--- src/rtl/thc_pkg.sv ---
// ----------------------------------------------------------------------------
// Triangle classifier package
// Field widths and the side-band record that travels with each request.
// ----------------------------------------------------------------------------
package thc_pkg;

    localparam int SIDE_IN_W = 12;
    localparam int PERIM_W   = 14;
    localparam int AREA_W    = 25;

    typedef struct packed {
        logic               ok;
        logic [PERIM_W-1:0] perimeter;
        logic               isosceles;
    } thc_info_t;

endpackage

--- src/rtl/thc_sqrt_cell.sv ---
// ----------------------------------------------------------------------------
// Square-root cell
// One digit-recurrence step: takes the next two radicand bits and settles one
// root bit, then hands the request to the next cell.
// ----------------------------------------------------------------------------
module thc_sqrt_cell #(
    parameter int ROOT_W = 27,
    localparam int RAD_W = 2 * ROOT_W,
    localparam int REM_W = ROOT_W + 2
) (
    input  logic                  aclk,
    input  logic                  aresetn,
    input  logic                  en,
    input  logic                  in_vld,
    input  thc_pkg::thc_info_t    in_info,
    input  logic [RAD_W-1:0]      in_rad,
    input  logic [REM_W-1:0]      in_rem,
    input  logic [ROOT_W-1:0]     in_root,
    output logic                  out_vld,
    output thc_pkg::thc_info_t    out_info,
    output logic [RAD_W-1:0]      out_rad,
    output logic [REM_W-1:0]      out_rem,
    output logic [ROOT_W-1:0]     out_root
);

    logic [REM_W-1:0]    rem_sh;
    logic [REM_W-1:0]    trial;
    logic                take;
    logic [REM_W-1:0]    rem_next;
    logic [ROOT_W-1:0]   root_next;
    logic [RAD_W-1:0]    rad_next;

    logic                vld_reg;
    thc_pkg::thc_info_t  info_reg;
    logic [RAD_W-1:0]    rad_reg;
    logic [REM_W-1:0]    rem_reg;
    logic [ROOT_W-1:0]   root_reg;

    always_comb begin
        rem_sh    = {in_rem[REM_W-3:0], in_rad[RAD_W-1 -: 2]};
        trial     = {in_root, 2'b01};
        take      = rem_sh >= trial;
        rem_next  = take ? (rem_sh - trial) : rem_sh;
        root_next = {in_root[ROOT_W-2:0], take};
        rad_next  = {in_rad[RAD_W-3:0], 2'b00};
    end

    always_ff @(posedge aclk) begin
        if (!aresetn) begin
            vld_reg <= 1'b0;
        end else if (en) begin
            vld_reg <= in_vld;
        end
    end

    always_ff @(posedge aclk) begin
        if (en) begin
            info_reg <= in_info;
            rad_reg  <= rad_next;
            rem_reg  <= rem_next;
            root_reg <= root_next;
        end
    end

    assign out_vld  = vld_reg;
    assign out_info = info_reg;
    assign out_rad  = rad_reg;
    assign out_rem  = rem_reg;
    assign out_root = root_reg;

endmodule
--- config.mk ---
export PLATFORM = sky130hd
export DESIGN_NAME = thc_sqrt_cell
export DESIGN_NICKNAME = d
export VERILOG_FILES = /design/src/rtl/thc_pkg.sv /design/src/rtl/thc_sqrt_cell.sv
export SDC_FILE = /design/constraint.sdc
export NUM_CORES = 1
export LEC_CHECK = 0
export BUFFER_PORTS_ARGS = -buffer_cell sky130_fd_sc_hd__buf_2
export CAP_MARGIN = 10
export CORE_MARGIN = 10
export CORE_UTILIZATION = 40
export CTS_CLUSTER_DIAMETER = 150
export DETAILED_ROUTE_END_ITERATION = 8
export GPL_TIMING_DRIVEN = 0
export PLACE_DENSITY = 0.7
export SLEW_MARGIN = 30
export SYNTH_ARGS = -nofsm -noshare
export SYNTH_HDL_FRONTEND = slang
export SYNTH_SLANG_ARGS = --single-unit
--- constraint.sdc ---
create_clock -name aclk -period 3.3 [get_ports aclk]
set_input_delay 0.33 -clock aclk [delete_from_list [all_inputs] [get_ports aclk]]
set_output_delay 0.33 -clock aclk [all_outputs]
set_load 0.005 [all_outputs]
==> results.md <==
* CTS Hold Bufs at 0
* Die X at roughly 140 um
* Clock Latency Late Sink at 0.41 ns
* Core box area at 14600 sq um
* Outcome: completed
* Worst slew pin tran at approximately 0.63 ns
* CP top delay family: simple AND/OR/NAND/NOR gates
* Remaining antenna violation count at 0
* Crit-path cells: buf_2 > inv_1 > ha_1 > and4_4 > nand3_4 > or4_4 > o31ai_4 > a211oi_2 > or2_4 > inv_6 > buf_8 > mux2_2
* Syn Area/Cell at between 10 and 15 sq um
* Synth unique cells at 63
* Setup TNS at 0 ns
* Final Hold Fails at 0
* DRT Wirelength at 19000 um
* Grt ovf at 0
* Worst-path fanout max at 10
* Crit path kind: in -> reg
* Post-route DRC at 0
* GRT Util Overall at 18.1%
* First-pass GRT wire length at 28000 um
* CTS Buf Count at 17
* Startpoint Class: primary input
* Layout cells sized above 1 at 44.6%
* Routed WL per cell at slightly above 20 um
* TritonCTS clock tree: done
* PwrDens at 582 nW/um^2
* Ys Warns at 0
* Mapped Cells at 449
* Critical Path RT at 3.47 ns
* Top-count cell post-synth: edfxtp_1
* Post-synth EDFFs at 124
* Port bufs at 252
* DP Wirelength at between 15000 and 20000 um
* CP endpoint kind: flip-flop
* Max Cap Viol at 0
* Core Rows at 44
* Routability-driven placement congestion ratio at 0.914
* Period utilisation layout at 85.9%
* Cell Area, Synth at 6010 sq um
* Post-route cell area at 8190 sq um
* Clock skew at 0 ns
* Die Y at 143 um
* Root buf cell: clkbuf_16
* DR vias/cell at 5.21
* Vias in the first global route at 4853
* Initial antenna violation count at 3
* Max incr delay on CP at around 0.51 ns
* Largest net degree at the start of global routing at 84
* Via Count at 4803
* Post-synth top flop: edfxtp_1
* Clk sinks at 125
* Commonest cells post-synth: edfxtp_1, inv_1, o21ai_0
* Starting Density at 41.1%
* Minimum clock period at 2.84 ns
* Worst vdd ir at 0.291 mV
* WP data arrival at 3.00 ns
* Leading post-synthesis cells by cell area: edfxtp_1, ha_1, mux2_2, o21ai_0, inv_1
* CTS max path bufs at 2
* Clock slew at reported path FFs at approximately 0.060 ns
* Seq/Total Area, Yosys at between 60 and 70%
* Post-synth top area cell: edfxtp_1
* Final-layout fill cell count at roughly 1.2k
* Slew margin rel. at roughly three fifths
* Post-cts gate resize count at 0
* Final nets at between 800 and 900
* Max Clk Rate at 353 MHz
* Pins Over Slew Limit at 0
* Hold_ws at 0.0815 ns
* Final Setup Violations at 0
* CTS H-tree lvls at 4
* Reg area at 3740 sq um
* Syn-to-layout area delta at 36.2%
* CP bufs+invs at 4
* Drt pass-1 iters at 5
* CP max-delay cell: or4_4
* Async SR Flop Fraction at 0%
* Detailed Route Iter0 Violations at 346
* Synth top area share at between 60% and 70%
* Area of the multi-input gates at 1990 sq um
* Ports at roughly 260
* Die Area at 20300 sq um
* Hold crit path type: in -> reg
* Synth Register Bits at 125
* RSZ-0062 raised after global routing: false
* Leakage at 0.00364 uW
* Post-DP Area at roughly 7500 sq um
* Setup Fix Bufs, Post-CTS at 0
[per-stage QoR]
step                      total power, uW  util (%)  worst slack, ns  cells
final                                4770      55.9            0.465    922
after global placement               2790      51.3           0.0494    886
after floorplan                      2410         -            0.410    450
after CTS                            4820      55.9            0.472    919
after detailed placement             2810      51.5           0.0392    887
after global routing                 4980      55.9            0.341    921
[flip-flops by register name (all words and copies together) (netlist names)]
register and flops:
out_rem 29, out_vld 1, out_root 27, out_rad 52, out_info 16
[logic make-up after synthesis]
kind of cell	count (synthesis)	share of synthesized area, %
other	1	0.0623
flip-flops	125	62.2
AND/OR/NAND/NOR	89	7.88
buffers and inverters	53	4.68
AO/OA/AOI/OAI	110	12.2
adder cells (fa/ha/maj)	29	6.03
multiplexers	20	3.70
XOR/XNOR	22	3.20
[placed cells by master (no fill, tap or decap), types with 5 or more instances in the layout]
| master | instances |
|---|---|
| inv_6 | 6 |
| nor2_1 | 19 |
| nor3_1 | 9 |
| nand2_1 | 20 |
| xor2_1 | 8 |
| clkbuf_16 | 17 |
| nand4_1 | 5 |
| o21ai_0 | 33 |
| edfxtp_1 | 124 |
| buf_4 | 7 |
| inv_1 | 35 |
| o21a_1 | 9 |
| nand3_1 | 9 |
| xnor2_1 | 14 |
| a21o_1 | 13 |
| ha_1 | 29 |
| and3_1 | 6 |
| buf_2 | 251 |
| a21oi_1 | 22 |
| mux2_2 | 16 |
[layout make-up]
cell class	count	share of cell area (%)
diodes	3	0.0917
plain buffers	17	1.73
clock buffers	18	5.24
clock inverters	14	2.52
inverters	36	1.71
multi-input cells	272	24.3
flip-flops and latches	125	45.7
well taps	184	2.81
repair buffers	253	15.9
[power by group]
group,internal [uW],switching [uW]
combinational,370,440
sequential,1920,35.5
clock,1280,717
[final timing paths]
check / end / cells past startpoint / slack, ns / start
worst max-delay path: out_rem[23]$_DFFE_PP_ / 12 / 0.46 / in_root[9]
worst min-delay path: out_info[4]$_DFFE_PP_ / 1 / 0.08 / in_info[4]
worst max register to register: out_vld$_SDFFE_PN0P_ / 2 / 2.71 / out_vld$_SDFFE_PN0P_
worst min register to register: out_vld$_SDFFE_PN0P_ / 2 / 0.52 / out_vld$_SDFFE_PN0P_
[metal layers]
metal	global-route usage, %	share of wire, %	vias up
li1	-	-	2257
met1	19.2	37	2282
met2	31.6	51	236
met3	7.46	9.9	26
met4	6.35	1.5	2
met5	0	0.068	-
Power figures use the tool's default switching activity.
