**src/rtl/thc_pkg.sv**
```systemverilog
// ----------------------------------------------------------------------------
// Triangle classifier package
// Field widths and the side-band record that travels with each request.
// ----------------------------------------------------------------------------
package thc_pkg;

    localparam int SIDE_IN_W = 12;
    localparam int PERIM_W   = 14;
    localparam int AREA_W    = 25;

    typedef struct packed {
        logic               ok;
        logic [PERIM_W-1:0] perimeter;
        logic               isosceles;
    } thc_info_t;

endpackage

```
**src/rtl/thc_front.sv**
```systemverilog
// ----------------------------------------------------------------------------
// Triangle classifier front end
// Checks the sides, forms the perimeter and builds the Heron radicand over
// three pipeline stages.
// ----------------------------------------------------------------------------
module thc_front #(
    parameter int SIDE_BITS = 12,
    localparam int P_W   = SIDE_BITS + 2,
    localparam int D_W   = SIDE_BITS + 1,
    localparam int M1_W  = P_W + D_W,
    localparam int M2_W  = 2 * D_W,
    localparam int RAD_W = 2 * M1_W
) (
    input  logic                   aclk,
    input  logic                   aresetn,
    input  logic                   en,
    input  logic                   in_vld,
    input  logic [SIDE_BITS-1:0]   side_a,
    input  logic [SIDE_BITS-1:0]   side_b,
    input  logic [SIDE_BITS-1:0]   side_c,
    output logic                   out_vld,
    output thc_pkg::thc_info_t     out_info,
    output logic [RAD_W-1:0]       out_rad
);

    localparam int PW = thc_pkg::PERIM_W;

    logic [D_W-1:0]      sab, sbc, sac;
    logic                ok_next;
    logic [P_W-1:0]      p_next;
    logic [D_W-1:0]      d1_next, d2_next, d3_next;
    thc_pkg::thc_info_t  info1_next;
    logic [M1_W-1:0]     m1_next;
    logic [M2_W-1:0]     m2_next;
    logic [RAD_W-1:0]    rad_next;

    logic                v1_reg, v2_reg, v3_reg;
    thc_pkg::thc_info_t  info1_reg, info2_reg, info3_reg;
    logic [P_W-1:0]      p_reg;
    logic [D_W-1:0]      d1_reg, d2_reg, d3_reg;
    logic [M1_W-1:0]     m1_reg;
    logic [M2_W-1:0]     m2_reg;
    logic [RAD_W-1:0]    rad_reg;

    always_comb begin
        sab     = D_W'(side_a) + D_W'(side_b);
        sbc     = D_W'(side_b) + D_W'(side_c);
        sac     = D_W'(side_a) + D_W'(side_c);
        ok_next = (side_a != '0) && (side_b != '0) && (side_c != '0) &&
                  (D_W'(side_a) < sbc) && (D_W'(side_b) < sac) &&
                  (D_W'(side_c) < sab);
        p_next  = P_W'(sab) + P_W'(side_c);
        d1_next = sbc - D_W'(side_a);
        d2_next = sac - D_W'(side_b);
        d3_next = sab - D_W'(side_c);
        info1_next.ok        = ok_next;
        info1_next.perimeter = ok_next ? PW'(p_next) : '0;
        info1_next.isosceles = ok_next && ((side_a == side_b) || (side_b == side_c) ||
                                           (side_c == side_a));
        m1_next  = M1_W'(p_reg) * M1_W'(d1_reg);
        m2_next  = M2_W'(d2_reg) * M2_W'(d3_reg);
        rad_next = RAD_W'(m1_reg) * RAD_W'(m2_reg);
    end

    always_ff @(posedge aclk) begin
        if (!aresetn) begin
            v1_reg <= 1'b0;
            v2_reg <= 1'b0;
            v3_reg <= 1'b0;
        end else if (en) begin
            v1_reg <= in_vld;
            v2_reg <= v1_reg;
            v3_reg <= v2_reg;
        end
    end

    always_ff @(posedge aclk) begin
        if (en) begin
            info1_reg <= info1_next;
            p_reg     <= p_next;
            d1_reg    <= d1_next;
            d2_reg    <= d2_next;
            d3_reg    <= d3_next;
            info2_reg <= info1_reg;
            m1_reg    <= m1_next;
            m2_reg    <= m2_next;
            info3_reg <= info2_reg;
            rad_reg   <= rad_next;
        end
    end

    assign out_vld  = v3_reg;
    assign out_info = info3_reg;
    assign out_rad  = rad_reg;

endmodule

```
**config.mk**
```make
export PLATFORM = sky130hd
export DESIGN_NAME = thc_front
export DESIGN_NICKNAME = d
export VERILOG_FILES = /design/src/rtl/thc_pkg.sv /design/src/rtl/thc_front.sv
export SDC_FILE = /design/constraint.sdc
export NUM_CORES = 2
export LEC_CHECK = 0
export ABC_AREA = 0
export BUFFER_PORTS_ARGS = -buffer_cell sky130_fd_sc_hd__buf_4
export CELL_PAD_IN_SITES_DETAIL_PLACEMENT = 1
export CELL_PAD_IN_SITES_GLOBAL_PLACEMENT = 1
export CORE_ASPECT_RATIO = 0.7
export CORE_MARGIN = 10
export CORE_UTILIZATION = 56
export DETAILED_ROUTE_END_ITERATION = 16
export PLACE_DENSITY_LB_ADDON = 0.3
export SYNTH_ARGS = -nofsm -noshare
export SYNTH_HDL_FRONTEND = slang
export SYNTH_SLANG_ARGS = --single-unit
```
**constraint.sdc**
```tcl
create_clock -name aclk -period 14.7 [get_ports aclk]
set_clock_uncertainty 0.1 [all_clocks]
set_input_delay 0 -clock aclk [delete_from_list [all_inputs] [get_ports aclk]]
set_output_delay 0 -clock aclk [all_outputs]
set_load 0.02 [all_outputs]
```
==> reports/results.txt <==
Number of synthesized flops with an enable pin = 206
Crit path kind = reg -> reg
WP buf/inv = 5
Slowest-stage cell, CP = edfxtp_1
R2R depth = 24
Met2 usage = 0.502
Mapped Nets = 5,916
Routed len/inst = 23.6 um
I/O pins = 111
Reg2reg end = out_rad[49]$_DFFE_PP_
Max reg flops = 53
Vias = 32,800
DRT Wirelength = 134,000 um
Worst hold path cell count = 4
Vias per cell = 5.79
Hpwl dp = 104,000 um
RSZ-0062 raised after global routing = no
Largest net degree at the start of global routing = 83
Starting density of the core = 0.568
Synth Area in XOR/XNOR = 0.0325
DRT Pass-1 Iters = 5
Fmax = 0.120 GHz
Setup crit start kind = flop
Total track usage = 0.300
Total gr overflow = 0
CTS max path bufs = 3
Final #Nets = 5,924
Clock latency on the worst-skew pair = 0.61 ns
Worst path required time = 14.94 ns
Final setup viols = 0
Worst hold path type = in -> reg
Placed inst area = 45,600 um2
Layout cells sized above 1 = 0.0456
Crit-path max cell delay = 1.19 ns
Final Max Tran Viols = 0
H-tree depth = 1
Async SR Flop Fraction = 0
Post-cts resize count = 0
Status = finished clean
Most Crowded Layer GR = met2
Cell variety after synth = 74
DRT iter0 DRCs = 2,412
First-pass GRT wire length = 213,000 um
Final ANT Viol Nets = 0
Fin. Hold Viols = 0
R2R Path Start = m2_reg[13]$_DFFE_PP_
Total CTS buffers = 26
Die Y = 254 um
Cells along the critical path = nand2_1 > fa_1 > inv_1 > fa_1 > inv_1 > fa_1 > inv_1 > fa_1 > fa_1 > fa_1 > inv_1 > fa_1 > inv_1 > ha_1 > nand2_1 > o21ai_0 > a21oi_1 > o21ai_0 > nor2_1 > and4b_1 > nor2_2 > nand3_2 > a311o_1 > xnor2_1
Synthesis-to-layout area growth = 6.35%
Period Utilization, post-route = 0.568
Antenna cells = 0
# port buffers = 109
Rows = 85
Number of global-route vias before repair = 38,500
Data arrival, critical path = 8.59 ns
Clock Sink Count = 209
Die W = 355 um
Clock slew at reported path FFs = 0.07 ns
Adder-Cell Fraction of Synth Area = 0.511
Worst path top cell family by delay = adder cells
Synth Area in Compound Gates = 0.0566
Post-Synth Simple-Gate Area = 0.155
Main combinational cell family by area after synthesis = adder cells
Min Tclk post-route = 8.35 ns
Finished Cell Area = 46,700 um2
Crit. Startpoint = m2_reg[13]$_DFFE_PP_
YS warnings = 0
Crit end category = flop
M1 GR Usage = 0.386
Drt drc = 0
CTS tree = yes
Top_reg_cell synth = edfxtp_1
Instance count on the critical path = 24
CP dominant cell by count = fa_1
Worst-margin pin slew = 1.29 ns
CTS Root Cell = clkbuf_16
Sequential-to-total area share from yosys stat = 0.142
Synthesized instance count = 4,598
Worst Path Max Fanout = 27
Die area = 90,200 um2
Critical Path End = out_rad[49]$_DFFE_PP_
RD Place Congestion = 0.923
Worst reg-to-reg setup slack = 6.35 ns
Setup TNS Final = 0 ns
Core Area = 77,300 um2
Filler cell count = 8,721
Post-CTS Setup Inserts = 0
Syn avg cell area = 9.56 um2
Max Cap Viol = 0
Initial antenna violation count = 2
Mapped cell area = 43,900 um2
Multiplexer share of the synthesized area = 0.000911
Yosys reg bits = 209
Met3 Track Usage GR = 0.0598
Headroom to the max-slew limit = 0.138
through the flow:
step,hold WS [ns],setup slack [ns],utilization,std cells
after floorplan,0.0125,7.72,-,4598
after global placement,0.130,6.87,0.590,5594
after detailed placement,0.140,6.53,0.590,5594
after CTS,0.00106,6.52,0.604,5670
after global routing,0.0152,6.07,0.604,5670
final,0.0424,6.35,0.604,5670
worst min-delay path by stage:
stage	startpoint	slack, ns	end
global route	side_a[2]	0.02	d1_reg[2]$_DFFE_PP_
floorplan	en	0.01	d1_reg[0]$_DFFE_PP_
global placement	aresetn	0.13	out_vld$_SDFFE_PN0P_
finish	side_a[2]	0.04	d1_reg[2]$_DFFE_PP_
detailed placement	aresetn	0.14	v1_reg$_SDFFE_PN0P_
CTS	side_c[6]	0.001	d3_reg[6]$_DFFE_PP_
what timing repair did:
| item | in CTS | in global routing |
|---|---|---|
| hold buffers | 28 | 0 |
| endpoints found under the hold margin | 90 | 0 |
| setup endpoints to repair | 0 | 0 |
Yosys cell counts, types with 10 or more instances:
cell	count	area share
or3_1	11	0.0016
a21oi_1	139	0.016
nor4_1	21	0.0030
nor2_1	74	0.0063
o21a_1	19	0.0032
nand2b_1	17	0.0024
nand3_1	27	0.0031
nand4_1	19	0.0027
inv_1	1002	0.086
clkbuf_1	178	0.015
xor2_1	36	0.0072
xnor2_1	127	0.025
o21ai_0	46	0.0052
a211oi_1	11	0.0019
a31oi_1	10	0.0014
ha_1	420	0.12
and2_1	500	0.071
edfxtp_1	206	0.14
nor3_1	14	0.0016
o21bai_1	31	0.0053
nand2_1	619	0.053
nor2b_1	36	0.0051
fa_1	858	0.39
a21o_1	61	0.010
worst register-to-register path, cell delays in order (launching register included):
cell      delay (ns)
edfxtp_1        1.19
nand2_1         0.23
fa_1            0.55
inv_1           0.06
fa_1            0.53
inv_1           0.06
fa_1            0.51
inv_1           0.06
fa_1            0.59
fa_1            0.46
fa_1            0.52
inv_1           0.06
fa_1            0.49
inv_1           0.05
ha_1            0.45
nand2_1         0.08
o21ai_0         0.26
a21oi_1         0.12
o21ai_0         0.39
nor2_1          0.21
and4b_1         0.31
nor2_2          0.25
nand3_2         0.13
a311o_1         0.31
xnor2_1         0.13
cells in the final DEF, fill, tap and decap left out, types with 31 or more instances in the layout:
cell type / synthesis / layout
and2_1: 500 / 500
buf_4: 1 / 140
o21ai_0: 46 / 46
o21bai_1: 31 / 31
xor2_1: 36 / 36
a21o_1: 61 / 61
nand2_1: 619 / 619
fa_1: 858 / 858
nor2b_1: 36 / 36
a21oi_1: 139 / 139
ha_1: 420 / 420
nor2_1: 74 / 74
inv_1: 1002 / 1002
edfxtp_1: 206 / 206
xnor2_1: 127 / 127
kinds of logic after synthesis:
| logic type | after synthesis |
|---|---|
| buffers and inverters | 1191 |
| AOI/OAI and AO/OA | 383 |
| adders and majority gates | 1278 |
| muxes | 4 |
| other | 1 |
| DFF | 209 |
| and+or+nand+nor | 1369 |
| xor gates and xnor gates | 163 |
final cells by class:
type,count,area [um2],share of cell area
Multi-Input combinational cell,3198,33200,0.711
Sequential cell,209,6250,0.134
Inverter,1002,3760,0.0805
Timing Repair Buffer,169,1350,0.0288
Tap cell,1044,1310,0.0280
Clock buffer,29,662,0.0142
Clock inverter,19,199,0.00426
metal layers:
layer  vias to the layer above  part of all wire
li1                      14000                 -
met1                     17200              0.40
met2                      1362              0.48
met3                       319             0.076
met4                         2             0.036
met5                         -          0.000097
Power is left out: the tool's default activity adds up to more than one toggle a clock period on the data nets, which glitch-free logic cannot reach.
